--- src/design/rrle_pkg.sv ---
// Shared types and character codes for the range/repeat list expander.
// No dependencies; imported by every module of the block.
`default_nettype none
package rrle_pkg;

   localparam logic [7:0] CHAR_COMMA = 8'h2C;
   localparam logic [7:0] CHAR_TILDE = 8'h7E;
   localparam logic [7:0] CHAR_STAR  = 8'h2A;
   localparam logic [7:0] CHAR_ZERO  = 8'h30;
   localparam logic [7:0] CHAR_SPACE = 8'h20;
   localparam int         DIGIT_BITS = 6;
   localparam int         VALUE_W    = 16;

   // Commands from the sequencer to the item state registers.
   typedef struct packed {
      logic digit;    // fold char into the accumulator
      logic tilde;    // range start separator
      logic star;     // repeat separator
      logic close;    // item finished at a comma
      logic clear;    // row finished, back to reset state
      logic count;    // one element emitted
   } regs_cmd_type;

   // Item state seen by the sequencer, plus the shared adder's result.
   typedef struct packed {
      logic [VALUE_W-1:0] accum;
      logic [VALUE_W-1:0] range_start;
      logic [VALUE_W-1:0] second_value;
      logic               in_range;
      logic               in_repeat;
      logic [VALUE_W-1:0] row_count;
      logic [VALUE_W-1:0] sum;
   } regs_stat_type;

   // One result beat handed to the output register.
   typedef struct packed {
      logic               valid;
      logic [VALUE_W-1:0] value;
      logic               row_end;
      logic               last;
      logic               trunc;
   } push_type;

endpackage
`default_nettype wire

--- src/design/rrle_regs.sv ---
// Item state registers of the list expander and the shared 16-bit adder.
// Depends on rrle_pkg; driven by commands from rrle_seq.
`default_nettype none
module rrle_regs
   import rrle_pkg::*;
#(
   parameter int CNT_W = 7
) (
   input  wire logic               clock,
   input  wire logic               reset,
   input  wire logic [7:0]         char_in,
   input  wire logic [CNT_W-1:0]   idx,
   input  wire regs_cmd_type       cmd,
   output regs_stat_type           stat
);

   logic [VALUE_W-1:0] accum_ff, accum_in;
   logic [VALUE_W-1:0] range_start_ff, range_start_in;
   logic [VALUE_W-1:0] second_value_ff, second_value_in;
   logic               in_range_ff, in_range_in;
   logic               in_repeat_ff, in_repeat_in;
   logic [VALUE_W-1:0] row_count_ff, row_count_in;
   logic [VALUE_W-1:0] add_a, add_b, sum;

   // The one adder serves the digit fold and the element value.
   always_comb begin
      if (cmd.digit) begin
         add_a = accum_ff << DIGIT_BITS;
         add_b = {8'h00, char_in} - {8'h00, CHAR_ZERO};
      end else if (in_range_ff) begin
         add_a = range_start_ff;
         add_b = VALUE_W'(idx);
      end else if (in_repeat_ff) begin
         add_a = second_value_ff;
         add_b = '0;
      end else begin
         add_a = accum_ff;
         add_b = '0;
      end
      sum = add_a + add_b;
   end

   always_comb begin
      accum_in        = accum_ff;
      range_start_in  = range_start_ff;
      second_value_in = second_value_ff;
      in_range_in     = in_range_ff;
      in_repeat_in    = in_repeat_ff;
      row_count_in    = row_count_ff;
      if (cmd.count) begin
         row_count_in = row_count_ff + VALUE_W'(1);
      end
      if (cmd.clear) begin
         accum_in        = '0;
         range_start_in  = '0;
         second_value_in = '0;
         in_range_in     = 1'b0;
         in_repeat_in    = 1'b0;
         row_count_in    = '0;
      end else if (cmd.tilde) begin
         range_start_in  = accum_ff;
         second_value_in = '0;
         in_range_in     = 1'b1;
         accum_in        = '0;
      end else if (cmd.star) begin
         second_value_in = accum_ff;
         in_repeat_in    = 1'b1;
         accum_in        = '0;
      end else if (cmd.digit) begin
         accum_in = sum;
      end else if (cmd.close) begin
         if (in_range_ff && !in_repeat_ff) begin
            second_value_in = accum_ff;
         end
         accum_in     = '0;
         in_range_in  = 1'b0;
         in_repeat_in = 1'b0;
      end
   end

   always_ff @(posedge clock) begin
      if (reset) begin
         accum_ff        <= '0;
         range_start_ff  <= '0;
         second_value_ff <= '0;
         in_range_ff     <= 1'b0;
         in_repeat_ff    <= 1'b0;
         row_count_ff    <= '0;
      end else begin
         accum_ff        <= accum_in;
         range_start_ff  <= range_start_in;
         second_value_ff <= second_value_in;
         in_range_ff     <= in_range_in;
         in_repeat_ff    <= in_repeat_in;
         row_count_ff    <= row_count_in;
      end
   end

   assign stat.accum        = accum_ff;
   assign stat.range_start  = range_start_ff;
   assign stat.second_value = second_value_ff;
   assign stat.in_range     = in_range_ff;
   assign stat.in_repeat    = in_repeat_ff;
   assign stat.row_count    = row_count_ff;
   assign stat.sum          = sum;

endmodule
`default_nettype wire

--- src/design/rrle_seq.sv ---
// Sequencer of the list expander: character decode, expansion length and
// the element emission loop. Depends on rrle_pkg; drives rrle_regs.
`default_nettype none
module rrle_seq
   import rrle_pkg::*;
#(
   parameter int MAX_EXPAND = 64,
   parameter int CNT_W      = 7
) (
   input  wire logic             clock,
   input  wire logic             reset,
   input  wire logic             in_valid,
   output logic                  in_ready,
   input  wire logic [7:0]       char_in,
   input  wire logic             out_free,
   input  wire regs_stat_type    stat,
   output regs_cmd_type          cmd,
   output logic [CNT_W-1:0]      idx,
   output push_type              push
);

   localparam logic [2:0] ST_IDLE   = 3'd0;
   localparam logic [2:0] ST_LOAD   = 3'd1;
   localparam logic [2:0] ST_CHECK  = 3'd2;
   localparam logic [2:0] ST_EMIT   = 3'd3;
   localparam logic [2:0] ST_ROWEND = 3'd4;

   localparam int TOT_W = 2 * VALUE_W + 1;

   logic [2:0]         state_ff, state_in;
   logic [TOT_W-1:0]   total_ff, total_in;
   logic [CNT_W-1:0]   emit_ff, emit_in;
   logic               trunc_ff, trunc_in;
   logic [CNT_W-1:0]   k_ff, k_in;
   logic [CNT_W-1:0]   r_ff, r_in;
   logic [CNT_W-1:0]   idx_ff, idx_in;
   logic               accepted;
   logic               is_term, is_tilde, is_star, is_comma;
   logic [TOT_W-1:0]   product;
   logic [VALUE_W-1:0] reps;
   logic               at_last;

   assign in_ready  = (state_ff == ST_IDLE);
   assign accepted  = in_valid && in_ready;
   assign is_term   = (char_in <= CHAR_SPACE);
   assign is_tilde  = (char_in == CHAR_TILDE);
   assign is_star   = (char_in == CHAR_STAR);
   assign is_comma  = (char_in == CHAR_COMMA);

   // Range with repeat: (length + 1) * count elements.
   assign product = TOT_W'({1'b0, stat.second_value} + 17'd1) * TOT_W'(stat.accum);
   // A plain range steps its index on every element.
   assign reps    = stat.in_repeat ? stat.accum : VALUE_W'(1);
   assign at_last = ((k_ff + CNT_W'(1)) == emit_ff);
   assign idx     = idx_ff;

   always_comb begin
      state_in = state_ff;
      total_in = total_ff;
      emit_in  = emit_ff;
      trunc_in = trunc_ff;
      k_in     = k_ff;
      r_in     = r_ff;
      idx_in   = idx_ff;
      cmd      = '0;
      push     = '0;
      unique case (state_ff)
         ST_IDLE: begin
            if (accepted) begin
               if (is_term) begin
                  state_in = ST_ROWEND;
               end else if (is_tilde) begin
                  cmd.tilde = 1'b1;
               end else if (is_star) begin
                  cmd.star = 1'b1;
               end else if (is_comma) begin
                  state_in = ST_LOAD;
               end else begin
                  cmd.digit = 1'b1;
               end
            end
         end
         ST_LOAD: begin
            if (!stat.in_range && !stat.in_repeat) begin
               total_in = TOT_W'(1);
            end else if (!stat.in_repeat) begin
               total_in = TOT_W'(stat.accum) + TOT_W'(1);
            end else if (!stat.in_range) begin
               total_in = TOT_W'(stat.accum);
            end else begin
               total_in = product;
            end
            state_in = ST_CHECK;
         end
         ST_CHECK: begin
            trunc_in = (total_ff > TOT_W'(MAX_EXPAND));
            emit_in  = trunc_in ? CNT_W'(MAX_EXPAND) : total_ff[CNT_W-1:0];
            k_in     = '0;
            r_in     = '0;
            idx_in   = '0;
            if (total_ff == '0) begin
               cmd.close = 1'b1;
               state_in  = ST_IDLE;
            end else begin
               state_in = ST_EMIT;
            end
         end
         ST_EMIT: begin
            if (out_free) begin
               push.valid   = 1'b1;
               push.value   = stat.sum;
               push.row_end = 1'b0;
               push.last    = at_last;
               push.trunc   = trunc_ff;
               cmd.count    = 1'b1;
               if (at_last) begin
                  cmd.close = 1'b1;
                  state_in  = ST_IDLE;
               end else begin
                  k_in = k_ff + CNT_W'(1);
                  if (VALUE_W'(r_ff + CNT_W'(1)) == reps) begin
                     r_in   = '0;
                     idx_in = idx_ff + CNT_W'(1);
                  end else begin
                     r_in = r_ff + CNT_W'(1);
                  end
               end
            end
         end
         ST_ROWEND: begin
            if (out_free) begin
               push.valid   = 1'b1;
               push.value   = stat.row_count;
               push.row_end = 1'b1;
               push.last    = 1'b1;
               push.trunc   = 1'b0;
               cmd.clear    = 1'b1;
               state_in     = ST_IDLE;
            end
         end
         default: begin
            state_in = ST_IDLE;
         end
      endcase
   end

   always_ff @(posedge clock) begin
      if (reset) begin
         state_ff <= ST_IDLE;
      end else begin
         state_ff <= state_in;
      end
   end

   always_ff @(posedge clock) begin
      total_ff <= total_in;
      emit_ff  <= emit_in;
      trunc_ff <= trunc_in;
      k_ff     <= k_in;
      r_ff     <= r_in;
      idx_ff   <= idx_in;
   end

endmodule
`default_nettype wire

--- src/design/range_repeat_list_expander.sv ---
// Top level of the range/repeat list expander: ports and result register.
// Depends on rrle_pkg, rrle_regs and rrle_seq.
//
// The req_ channel takes one character of a compressed index row per beat.
// Digit characters fold into a 16-bit accumulator, '~' and '*' mark a range
// start and a repeat, ',' expands the item into list elements, and any
// character at or below space ends the row with one beat carrying the
// row's element count (rsp_tuser bit 0 set), after which all state is zero.
// Every result beat leaves through rsp_; rsp_tlast marks the last beat that
// one character caused, and rsp_tuser bit 1 flags an expansion cut short
// at MAX_EXPAND elements.
//
// Digits and separators update the item state as they are accepted. A comma
// passes through a load state, which works out the expansion length (with
// the multiply of range length by repeat count), and a check state, then
// emits its elements; a row end passes through a row-end state. The emission
// loop shares one adder with the digit fold, so one element leaves per cycle
// while the receiver takes beats. req_tready is low while an item is being expanded.
// Results sit in an output register; when the receiver stalls, the
// expansion holds and resumes as soon as the beat is taken. Reset is
// synchronous and clears the sequencer state, the item state and the output valid flag.
`default_nettype none
module range_repeat_list_expander
   import rrle_pkg::*;
#(
   parameter int MAX_EXPAND = 64
) (
   input  wire logic        clock,
   input  wire logic        reset,
   input  wire logic        req_tvalid,
   output logic             req_tready,
   input  wire logic [7:0]  req_tdata,    // [7:0] char_in
   output logic             rsp_tvalid,
   input  wire logic        rsp_tready,
   output logic [15:0]      rsp_tdata,    // [15:0] value
   output logic             rsp_tlast,    // run_last
   output logic [1:0]       rsp_tuser     // [0] row_end, [1] truncated
);

   // Counters must hold MAX_EXPAND itself.
   localparam int CNT_W = $clog2(MAX_EXPAND + 1);

   regs_cmd_type       cmd;
   regs_stat_type      stat;
   push_type           push;
   logic [CNT_W-1:0]   idx;
   logic               out_free;

   logic               rsp_valid_ff, rsp_valid_in;
   logic [VALUE_W-1:0] rsp_value_ff;
   logic               rsp_last_ff;
   logic [1:0]         rsp_user_ff;

   // The output register can take a new beat when empty or being drained.
   assign out_free = !rsp_valid_ff || rsp_tready;

   rrle_regs #(
      .CNT_W (CNT_W)
   ) u_regs (
      .clock   (clock),
      .reset   (reset),
      .char_in (req_tdata),
      .idx     (idx),
      .cmd     (cmd),
      .stat    (stat)
   );

   rrle_seq #(
      .MAX_EXPAND (MAX_EXPAND),
      .CNT_W      (CNT_W)
   ) u_seq (
      .clock    (clock),
      .reset    (reset),
      .in_valid (req_tvalid),
      .in_ready (req_tready),
      .char_in  (req_tdata),
      .out_free (out_free),
      .stat     (stat),
      .cmd      (cmd),
      .idx      (idx),
      .push     (push)
   );

   always_comb begin
      rsp_valid_in = rsp_valid_ff;
      if (push.valid) begin
         rsp_valid_in = 1'b1;
      end else if (rsp_tready) begin
         rsp_valid_in = 1'b0;
      end
   end

   always_ff @(posedge clock) begin
      if (reset) begin
         rsp_valid_ff <= 1'b0;
      end else begin
         rsp_valid_ff <= rsp_valid_in;
      end
   end

   always_ff @(posedge clock) begin
      if (push.valid) begin
         rsp_value_ff <= push.value;
         rsp_last_ff  <= push.last;
         rsp_user_ff  <= {push.trunc, push.row_end};
      end
   end

   assign rsp_tvalid = rsp_valid_ff;
   assign rsp_tdata  = rsp_value_ff;
   assign rsp_tlast  = rsp_last_ff;
   assign rsp_tuser  = rsp_user_ff;

endmodule
`default_nettype wire

--- config.mk ---
export PLATFORM = sky130hd
export DESIGN_NAME = range_repeat_list_expander
export DESIGN_NICKNAME = d
export VERILOG_FILES = /design/src/design/rrle_pkg.sv /design/src/design/rrle_regs.sv /design/src/design/rrle_seq.sv /design/src/design/range_repeat_list_expander.sv
export SDC_FILE = /design/constraint.sdc
export NUM_CORES = 1
export LEC_CHECK = 0
export ABC_AREA = 1
export ABC_CLOCK_PERIOD_IN_PS = 8140
export BUFFER_PORTS_ARGS = -buffer_cell sky130_fd_sc_hd__buf_2
export CAP_MARGIN = 20
export CORE_ASPECT_RATIO = 1.25
export CORE_MARGIN = 2
export CORE_UTILIZATION = 65
export DETAILED_ROUTE_END_ITERATION = 8
export GPL_TIMING_DRIVEN = 0
export PLACE_DENSITY = 0.89
export SETUP_SLACK_MARGIN = 0.2
export SYNTH_ARGS = -nofsm -noshare
export SYNTH_HDL_FRONTEND = slang
export SYNTH_SLANG_ARGS = --single-unit
export TNS_END_PERCENT = 5
--- constraint.sdc ---
create_clock -name clock -period 8.14 [get_ports clock]
set_clock_uncertainty 0.1 [all_clocks]
set_input_delay 0.814 -clock clock [delete_from_list [all_inputs] [get_ports clock]]
set_output_delay 0.814 -clock clock [all_outputs]
set_load 0.02 [all_outputs]
==> results of run 1 <==
[cells in the final DEF, fill, tap and decap left out, types with 6 or more instances in the layout]
cell        count
nor2_2          9
nand2_2         8
nor3_1         31
fa_1          207
buf_2          44
nor4_1          9
dfxtp_1        70
inv_1         425
nor2_1        273
clkinvlp_4     10
o22ai_1         6
xor2_1         27
clkbuf_16      20
a21oi_1       153
nand4_1        20
or2_2           9
nand3_1       116
buf_4          17
clkbuf_1       62
o21ai_0       117
nand2_1       449
edfxtp_1       81
xnor2_1        12
o211ai_1       24
inv_2           8
ha_1          128
[path summary, 6_finish.rpt]
path	depth (start not counted)	to	start	slack [ps]
max	24	u_seq.total_ff[25]	u_regs.accum_ff[13]	370
min	2	u_regs.row_count_ff[15]	u_regs.row_count_ff[15]	380
max reg2reg	24	u_seq.total_ff[25]	u_regs.accum_ff[13]	370
min reg2reg	2	u_regs.row_count_ff[15]	u_regs.row_count_ff[15]	380
[layer usage]
layer / part of all wire / vias up
met2: 0.48 / 1010
met4: 0.10 / 0
met5: 0 / -
met3: 0.086 / 359
li1: - / 7482
met1: 0.33 / 7870
[cell type report]
class | count | area, sq um | share of cell area
Buffer | 81 | 349 | 0.0182
Clock buffer | 28 | 582 | 0.0303
Clock inverter | 4 | 26.3 | 0.00137
Inverter | 446 | 1710 | 0.0889
Multi-Input combinational cell | 1656 | 12000 | 0.623
Sequential cell | 151 | 3830 | 0.200
Tap cell | 345 | 432 | 0.0225
Timing Repair Buffer | 50 | 300 | 0.0156
[worst max-delay path, delay by kind of cell (launching register included)]
family	cells	cell delay (ps)
adder cells (fa/ha/maj)	7	3760
buffers and inverters	6	1980
flip-flops	1	300
AND/OR/NAND/NOR	11	1360
[repair_timing]
action / in CTS / in global routing
hold buffers: 0 / 0
gates resized for setup: 0 / 20
buffers inserted: 0 / 15
endpoints found under the setup margin: 0 / 17
[state kept, by name, indices dropped and copies added (netlist names), 16 cells and up]
register and cells:
rsp_tdata 16, u_regs.accum_ff 16, u_regs.range_start_ff 16, u_regs.row_count_ff 16
u_regs.second_value_ff 16, u_seq.total_ff 33
[stage by stage]
| step | utilization | total power, uW | setup WS [ps] | hold WS (ps) | area (sq um) |
|---|---|---|---|---|---|
| 2_1_floorplan | - | 1670 | 1700 | 340 | 17800 |
| 3_3_place_gp | 0.683 | 1920 | 529 | 352 | 18400 |
| 3_5_place_dp | 0.685 | 1960 | 376 | 366 | 18400 |
| 4_1_cts | 0.707 | 2770 | 310 | 376 | 19000 |
| 5_1_grt | 0.714 | 2920 | 120 | 410 | 19200 |
| 6_report | 0.714 | 2800 | 365 | 379 | 19200 |
[power groups by stage]
stage | registers, uW | clock network, uW | logic (uW)
after detailed placement | 1090 | 0 | 873
after CTS | 1080 | 809 | 884
after global placement | 1090 | 0 | 828
final | 1080 | 810 | 908
after global routing | 1100 | 839 | 984
after floorplan | 1100 | 0 | 567
[cell families after synthesis]
logic type | Yosys count | share of synthesized area
DFF | 151 | 0.215
and+or+nand+nor | 946 | 0.224
xor gates and xnor gates | 40 | 0.0201
muxes | 1 | 0.000562
AOI/OAI and AO/OA | 332 | 0.101
adders and majority gates | 337 | 0.325
buffers and inverters | 527 | 0.114
==> flow_summary.toml, run 1 <==
[power]
pwr-share-comb = 0.324
switchingPower_uw = 1080
p_seq_frac = 0.386
cellLeakagePower_uw = 0.00907
pwr-share-clk = 0.289
p_int_uw = 1720
peakVddDrop_v = 0.000109
powerDensity_mw_per_mm2 = 146
p_sw_frac = 0.386

[die]
die_x_um = 152
coreArea_sq_mm = 0.0269
fp.dieH_um = 189
dieArea_sq_mm = 0.0287
start_util = 0.661
num_io_pins = 33
rows = 67

[run]
cap_violations = 0

[critical_path]
required_ps = 8220
critical_path_class = "reg2reg"
crit_top_cell = "fa_1"
worstPathArrival_ps = 7850
critPathMaxStageDelay_ps = 700
cp-end-kind = "flip-flop"
cp_cell_sequence = "clkbuf_1, clkinv_1, clkbuf_1, nor2_1, fa_1, fa_1, fa_1, fa_1, fa_1, inv_1, fa_1, inv_1, ha_1, nand2_1, nor2_1, inv_1, nor2_1, nand4_1, nand3_1, nand2_1, nand3_1, nand2_1, nand2_1, nor2_1"
worstPathMaxFanout = 10
cp_slowest_cell = "clkinv_1"
startpoint_type = "flip-flop"

[sta]
max_freq_ghz = 0.129
tightestPinTransition_ps = 1040
rsz0062_at_grt = "yes"
finalSetupViolations = 0
fin_crit_ps = 7770
hold_violations = 0
slew_violations = 0
fin_crit_sh = 0.955
fin_setup_tns_ps = 0
slew_headroom = 0.308

[route]
ant_nets = 0
drt-total-wl_um = 57100
firstDrtPassIters = 7
dr_total_vias = 16700
wl_per_cell_um = 20.7
viasPerCell = 6.06
drt_iter0_drc = 1689
drc = 0

[global_route]
overflow = 0
antenna_found_initial = 0
busiest_layer = "met2"
grt_max_degree = 20
use_met3 = 0.0778
grt_pass1_wl_um = 90500
first_global_vias = 17300
gr-usage-met2 = 0.702
gr-usage-met1 = 0.434
track_usage = 0.408

[place]
io_buffers = 32
dp_cells = 2714
hpwl_um = 45000
place_congestion = 1.01

[cells_and_area]
syn2layout_area_growth_pct = 7.89
drive_above_1_share = 0.0646
nNetsFinal = 2752
fillers = 2200
diodes = 0
fin_cells = 2761

[logic_synthesis]
ys.flop_type = "edfxtp_1"
synth_edf_count = 81
synth_area_sq_mm = 0.0178
synth.most_common_cell = "nand2_1"
netlist_top_cells_area = "fa_1 (24%), edfxtp_1 (14%), nand2_1 (9.5%)"
syn_avg_cell_area_sq_um = 7.63
synth-seq-cells = 151
async_flop_share = 0
ys_seq_area_frac = 0.215
yosys_warnings = 0
synth_common_cells = "nand2_1 (452), inv_1 (426), nor2_1 (274)"
synth_top_cell_by_area = "fa_1"
synth_top_cell_area_share = 0.235
synth_fp_nets = 2683
synth_cells = 2334
ys_types = 52

[clock_network]
cts_inserted_buffers = 17
cts-root-buf = "clkbuf_16"
cts_tree = "yes"
clk_pin_slew_ps = 60
clkSinkCount = 151
clk_latency_ps = 430
cts_max_level = 4
cts_buffer_depth = 2

[outcome]
outcome = "finished clean"

[worst_hold_path]
min_path_type = "reg2reg"
No activity file was read; power rests on OpenSTA's default activity.
==> inputs of run 2 (changes only) <==
--- a/config.mk
+++ b/config.mk
@@ -6,7 +6,7 @@
 export NUM_CORES = 1
 export LEC_CHECK = 0
 export ABC_AREA = 1
-export ABC_CLOCK_PERIOD_IN_PS = 8140
+export ABC_CLOCK_PERIOD_IN_PS = 9200
 export BUFFER_PORTS_ARGS = -buffer_cell sky130_fd_sc_hd__buf_2
 export CAP_MARGIN = 20
 export CORE_ASPECT_RATIO = 1.25
==> constraint.sdc (replaced) <==
create_clock -name clock -period 9.2 [get_ports clock]
set_clock_uncertainty 0.1 [all_clocks]
set_input_delay 0.92 -clock clock [delete_from_list [all_inputs] [get_ports clock]]
set_output_delay 0.92 -clock clock [all_outputs]
set_load 0.02 [all_outputs]
==> flow_summary.toml, run 2 (same netlist as run 1, synthesis figures left out) <==
[outcome]
outcome = "finished clean"

[clock_network]
cts-root-buf = "clkbuf_16"
cts_max_level = 4
clk_pin_slew_ps = 60
cts_tree = "yes"
cts_hold_buffers = 0
cts_buffer_depth = 2
cts_setup_buffers = 0
clkSinkCount = 151
ctsResizeCount = 0
cts_inserted_buffers = 17
clk_latency_ps = 430

[place]
dpl-instance-area_sq_mm = 0.0184
hpwl_um = 45000
io_buffers = 32
place_congestion = 1.01

[sta]
slew_headroom = 0.298
slew_violations = 0
rsz0062_at_grt = "no"
hold_violations = 0
holdWs_ps = 377
finalSetupViolations = 0
fin_crit_ps = 8130
tightestPinTransition_ps = 1050
max_freq_ghz = 0.123
fin_crit_sh = 0.883
fin_setup_tns_ps = 0

[die]
fp.dieH_um = 189
coreArea_sq_mm = 0.0269
rows = 67
num_io_pins = 33
die_x_um = 152
start_util = 0.661
dieArea_sq_mm = 0.0287

[global_route]
grt_max_degree = 20
overflow = 0
antenna_found_initial = 0
first_global_vias = 17300
track_usage = 0.408
grt_pass1_wl_um = 90500

[power]
fin_total_pwr_uw = 2480
powerDensity_mw_per_mm2 = 130
peakVddDrop_v = 0.0000975
cellLeakagePower_uw = 0.00902

[cells_and_area]
final_common_cell = "nand2_1"
syn2layout_area_growth_pct = 6.92
diodes = 0
largest_register_ffs = 33
regMostFlops = "u_seq.total_ff"
drive_above_1_share = 0.0516
final_core_utilization = 0.707
nNetsFinal = 2737
final_cell_mix = "nand2_1 (452), inv_1 (426), nor2_1 (274)"
final_area_sq_mm = 0.0190
fillers = 2217

[route]
firstDrtPassIters = 8
dr_total_vias = 16500
viasPerCell = 6.02
drt_iter0_drc = 1544
ant_nets = 0
wl_per_cell_um = 20.7
drt-total-wl_um = 56900
drc = 0

[critical_path]
worstPathMaxFanout = 10
required_ps = 9360
cp-end-kind = "flip-flop"
critical_path_class = "reg2reg"
worstPathArrival_ps = 8290
startpoint_type = "flip-flop"

[run]
cap_violations = 0

[worst_hold_path]
min_path_type = "reg2reg"
==> run 2: changes by cell type in the layout (fill, tap and decap cells not counted), sizes merged <==
cell	before	now
inv	434	435
buf	70	55
clkinv	6	14
clkinvlp	10	1
==> run 2: report_power, final <==
group	switching, uW	internal, uW
Clock	286	432
Sequential	80.0	877
Combinational	589	212
Total	955	1520
==> run 2: metal layers <==
metal / GRT usage / vias to the layer above / part of all wire
li1: - / 7444 / -
met1: 0.434 / 7825 / 0.33
met2: 0.702 / 944 / 0.48
met3: 0.0778 / 329 / 0.084
met4: 0.343 / 0 / 0.10
met5: 0 / - / 0
==> run 2: path summary, 6_finish.rpt <==
check | start | endpoint | slack, ps | depth (start not counted)
hold reg to reg | u_regs.row_count_ff[15] | u_regs.row_count_ff[15] | 380 | 2
setup / recovery | u_regs.second_value_ff[0] | u_seq.total_ff[23] | 1070 | 27
setup reg to reg | u_regs.second_value_ff[0] | u_seq.total_ff[23] | 1070 | 27
hold / removal | u_regs.row_count_ff[15] | u_regs.row_count_ff[15] | 380 | 2
==> run 2: per-stage QoR <==
| stage | setup WS, ps | std cells |
|---|---|---|
| after global routing | 793 | 2746 |
| final | 1070 | 2746 |
| after global placement | 1590 | 2711 |
| after CTS | 1370 | 2746 |
| after detailed placement | 1440 | 2714 |
| after floorplan | 2760 | 2334 |
==> run 2: final cells by class <==
type	instances	area, sq um	area share
flip-flops and latches	151	3830	0.201
well taps	345	432	0.0227
plain buffers	81	348	0.0183
multi-input cells	1656	11900	0.628
clock buffers	28	582	0.0306
repair buffers	35	188	0.00986
inverters	446	1670	0.0880
clock inverters	4	26.3	0.00138
==> run 2: worst max-delay path, cell delays in order, from the launching register on <==
cell,delay [ps]
dfxtp_1,450
inv_2,190
nor3_4,330
nand4_1,210
nor2_1,300
nand2_1,110
o21ai_0,160
nand2_1,290
clkinv_1,340
nand2_1,130
fa_1,550
fa_1,510
inv_1,50
fa_1,470
fa_1,540
fa_1,560
inv_1,60
fa_1,740
inv_1,80
ha_1,380
a21o_1,250
a21oi_1,220
o21ai_0,170
a21oi_1,270
o21ai_0,160
nand2_1,80
nand2_1,50
nor2_1,200
==> inputs of run 3 (changes only) <==
--- a/config.mk
+++ b/config.mk
@@ -18,5 +18,6 @@
 export SETUP_SLACK_MARGIN = 0.2
 export SYNTH_ARGS = -nofsm -noshare
 export SYNTH_HDL_FRONTEND = slang
+export SYNTH_HIERARCHICAL = 1
 export SYNTH_SLANG_ARGS = --single-unit
 export TNS_END_PERCENT = 5
==> flow_summary.toml, run 3 <==
[cells_and_area]
final_cell_mix = "nand2_1 (539), inv_1 (441), nor2_1 (314)"
final_area_sq_mm = 0.0196
syn2layout_area_growth_pct = 7.10
final_common_cell = "nand2_1"
regMostFlops = "u_seq/total_ff"
diodes = 0
fin_cells = 2867
drive_above_1_share = 0.0584
nNetsFinal = 2852
largest_register_ffs = 33

[sta]
fin_crit_ps = 7730
slew_headroom = 0.285
fin_setup_tns_ps = 0
finalSetupViolations = 0
rsz0062_at_grt = "no"
fin_crit_sh = 0.840
tightestPinTransition_ps = 1060
slew_violations = 0
holdWs_ps = 365
max_freq_ghz = 0.129
hold_violations = 0

[place]
dp_cells = 2835
hpwl_um = 44500
dpl-instance-area_sq_mm = 0.0189
place_congestion = 1.04
io_buffers = 32

[die]
num_io_pins = 33
dieArea_sq_mm = 0.0295
die_x_um = 154
coreArea_sq_mm = 0.0277
rows = 68
fp.dieH_um = 191
start_util = 0.661

[logic_synthesis]
async_flop_share = 0
synth_top_cell_area_share = 0.229
synth_top_cell_by_area = "fa_1"
synth_cells = 2450
syn_avg_cell_area_sq_um = 7.46
synth_fp_nets = 2798
synth_edf_count = 81
synth.most_common_cell = "nand2_1"
ys_types = 51
ys.flop_type = "edfxtp_1"
yosys_warnings = 6
ys_seq_area_frac = 0.210
synth-seq-cells = 151
synth_common_cells = "nand2_1 (539), inv_1 (441), nor2_1 (314)"
netlist_top_cells_area = "fa_1 (23%), edfxtp_1 (13%), nand2_1 (11%)"
synth_area_sq_mm = 0.0183

[outcome]
outcome = "finished clean"

[clock_network]
ctsResizeCount = 0
cts_hold_buffers = 0
clk_latency_ps = 430
cts_buffer_depth = 2
clkSinkCount = 151
cts_setup_buffers = 0
clk_pin_slew_ps = 60
cts-root-buf = "clkbuf_16"
cts_inserted_buffers = 17
cts_tree = "yes"
cts_max_level = 4

[global_route]
busiest_layer = "met2"
gr-usage-met2 = 0.690
antenna_found_initial = 0
use_met3 = 0.0626
overflow = 0
gr-usage-met1 = 0.420
grt_pass1_wl_um = 89200
track_usage = 0.393
first_global_vias = 17700
grt_max_degree = 18

[critical_path]
reg2reg_slack_ps = 1470
worstPathMaxFanout = 10
startpoint_type = "flip-flop"
worstPathArrival_ps = 7890
cp-end-kind = "flip-flop"
r2r_start = "u_regs/second_value_ff[0]"
required_ps = 9360
r2r_end = "u_seq/total_ff[32]"
critical_path_class = "reg2reg"
cp_slowest_cell = "fa_1"
r2r_cells = 25
critPathMaxStageDelay_ps = 650

[route]
wl_per_cell_um = 19.5
firstDrtPassIters = 9
drt_iter0_drc = 1770
drc = 0
drt-total-wl_um = 55800
dr_total_vias = 17200
viasPerCell = 5.99
ant_nets = 0

[power]
peakVddDrop_v = 0.000151
pwr-share-comb = 0.305
cellLeakagePower_uw = 0.00938
pwr-share-clk = 0.321
powerDensity_mw_per_mm2 = 123
p_int_uw = 1530
p_seq_frac = 0.374
switchingPower_uw = 874
p_sw_frac = 0.363

[worst_hold_path]
hold_path_end = "u_regs/range_start_ff[15]"
holdPathStages = 2
min_path_type = "reg2reg"
worstHoldStart = "u_regs/range_start_ff[15]"

[run]
cap_violations = 0
-- run 3: cell count changes after synthesis, sizes merged, moves of 19 or more --
cell and change:
nand2 +84, nor2 +50, inv +24, clkbuf -23
a22o +20, o211ai -19
-- run 3: how the worst max path moves through the flow --
stage,start,endpoint,cells past startpoint
floorplan,u_regs/second_value_ff[0],u_seq/total_ff[26],29
global placement,u_regs/second_value_ff[0],u_seq/total_ff[28],26
detailed placement,u_regs/second_value_ff[0],u_seq/total_ff[28],26
CTS,u_regs/second_value_ff[0],u_seq/total_ff[32],27
global route,u_regs/second_value_ff[0],u_seq/total_ff[32],25
finish,u_regs/second_value_ff[0],u_seq/total_ff[32],25
-- run 3: cell type report --
type | instances | area (sq um)
Multi-Input combinational cell | 1760 | 12400
Fill cell | 2205 | 8080
Sequential cell | 151 | 3830
Inverter | 470 | 1770
Clock buffer | 21 | 450
Tap cell | 350 | 438
Buffer | 69 | 318
Timing Repair Buffer | 35 | 201
Clock inverter | 11 | 199
-- run 3: cell families after synthesis --
family,share of synthesized area
adder cells (fa/ha/maj),0.316
AND/OR/NAND/NOR,0.253
XOR/XNOR,0.0175
flip-flops,0.210
buffers and inverters,0.114
AO/OA/AOI/OAI,0.0897
-- run 3: power by group through the flow --
| stage | Clock [uW] | Sequential, uW | Combinational (uW) |
|---|---|---|---|
| global route | 799 | 909 | 799 |
| detailed placement | 0 | 909 | 707 |
| floorplan | 0 | 915 | 468 |
| global placement | 0 | 912 | 664 |
| finish | 772 | 900 | 732 |
| CTS | 776 | 897 | 717 |
-- run 3: per-layer routing --
layer / wire length (um) / vias to the layer above
met5: 0 / -
met2: 27100 / 1007
li1: - / 7772
met3: 4570 / 320
met1: 18900 / 8071
met4: 5200 / 0
-- run 3: stage by stage --
step	utilization	worst slack [ps]	power, uW
after floorplan	-	2980	1380
after global placement	0.682	1720	1580
after detailed placement	0.684	1650	1620
after CTS	0.708	1560	2390
after global routing	0.708	1090	2510
final	0.708	1470	2400
-- run 3: critical path, delay by kind of cell, from the launching register on --
family | cells | cell delay (ps)
buf+inv | 5 | 900
simple gates | 11 | 2050
flops | 1 | 460
fa+ha+maj | 8 | 3820
compound gates | 1 | 200
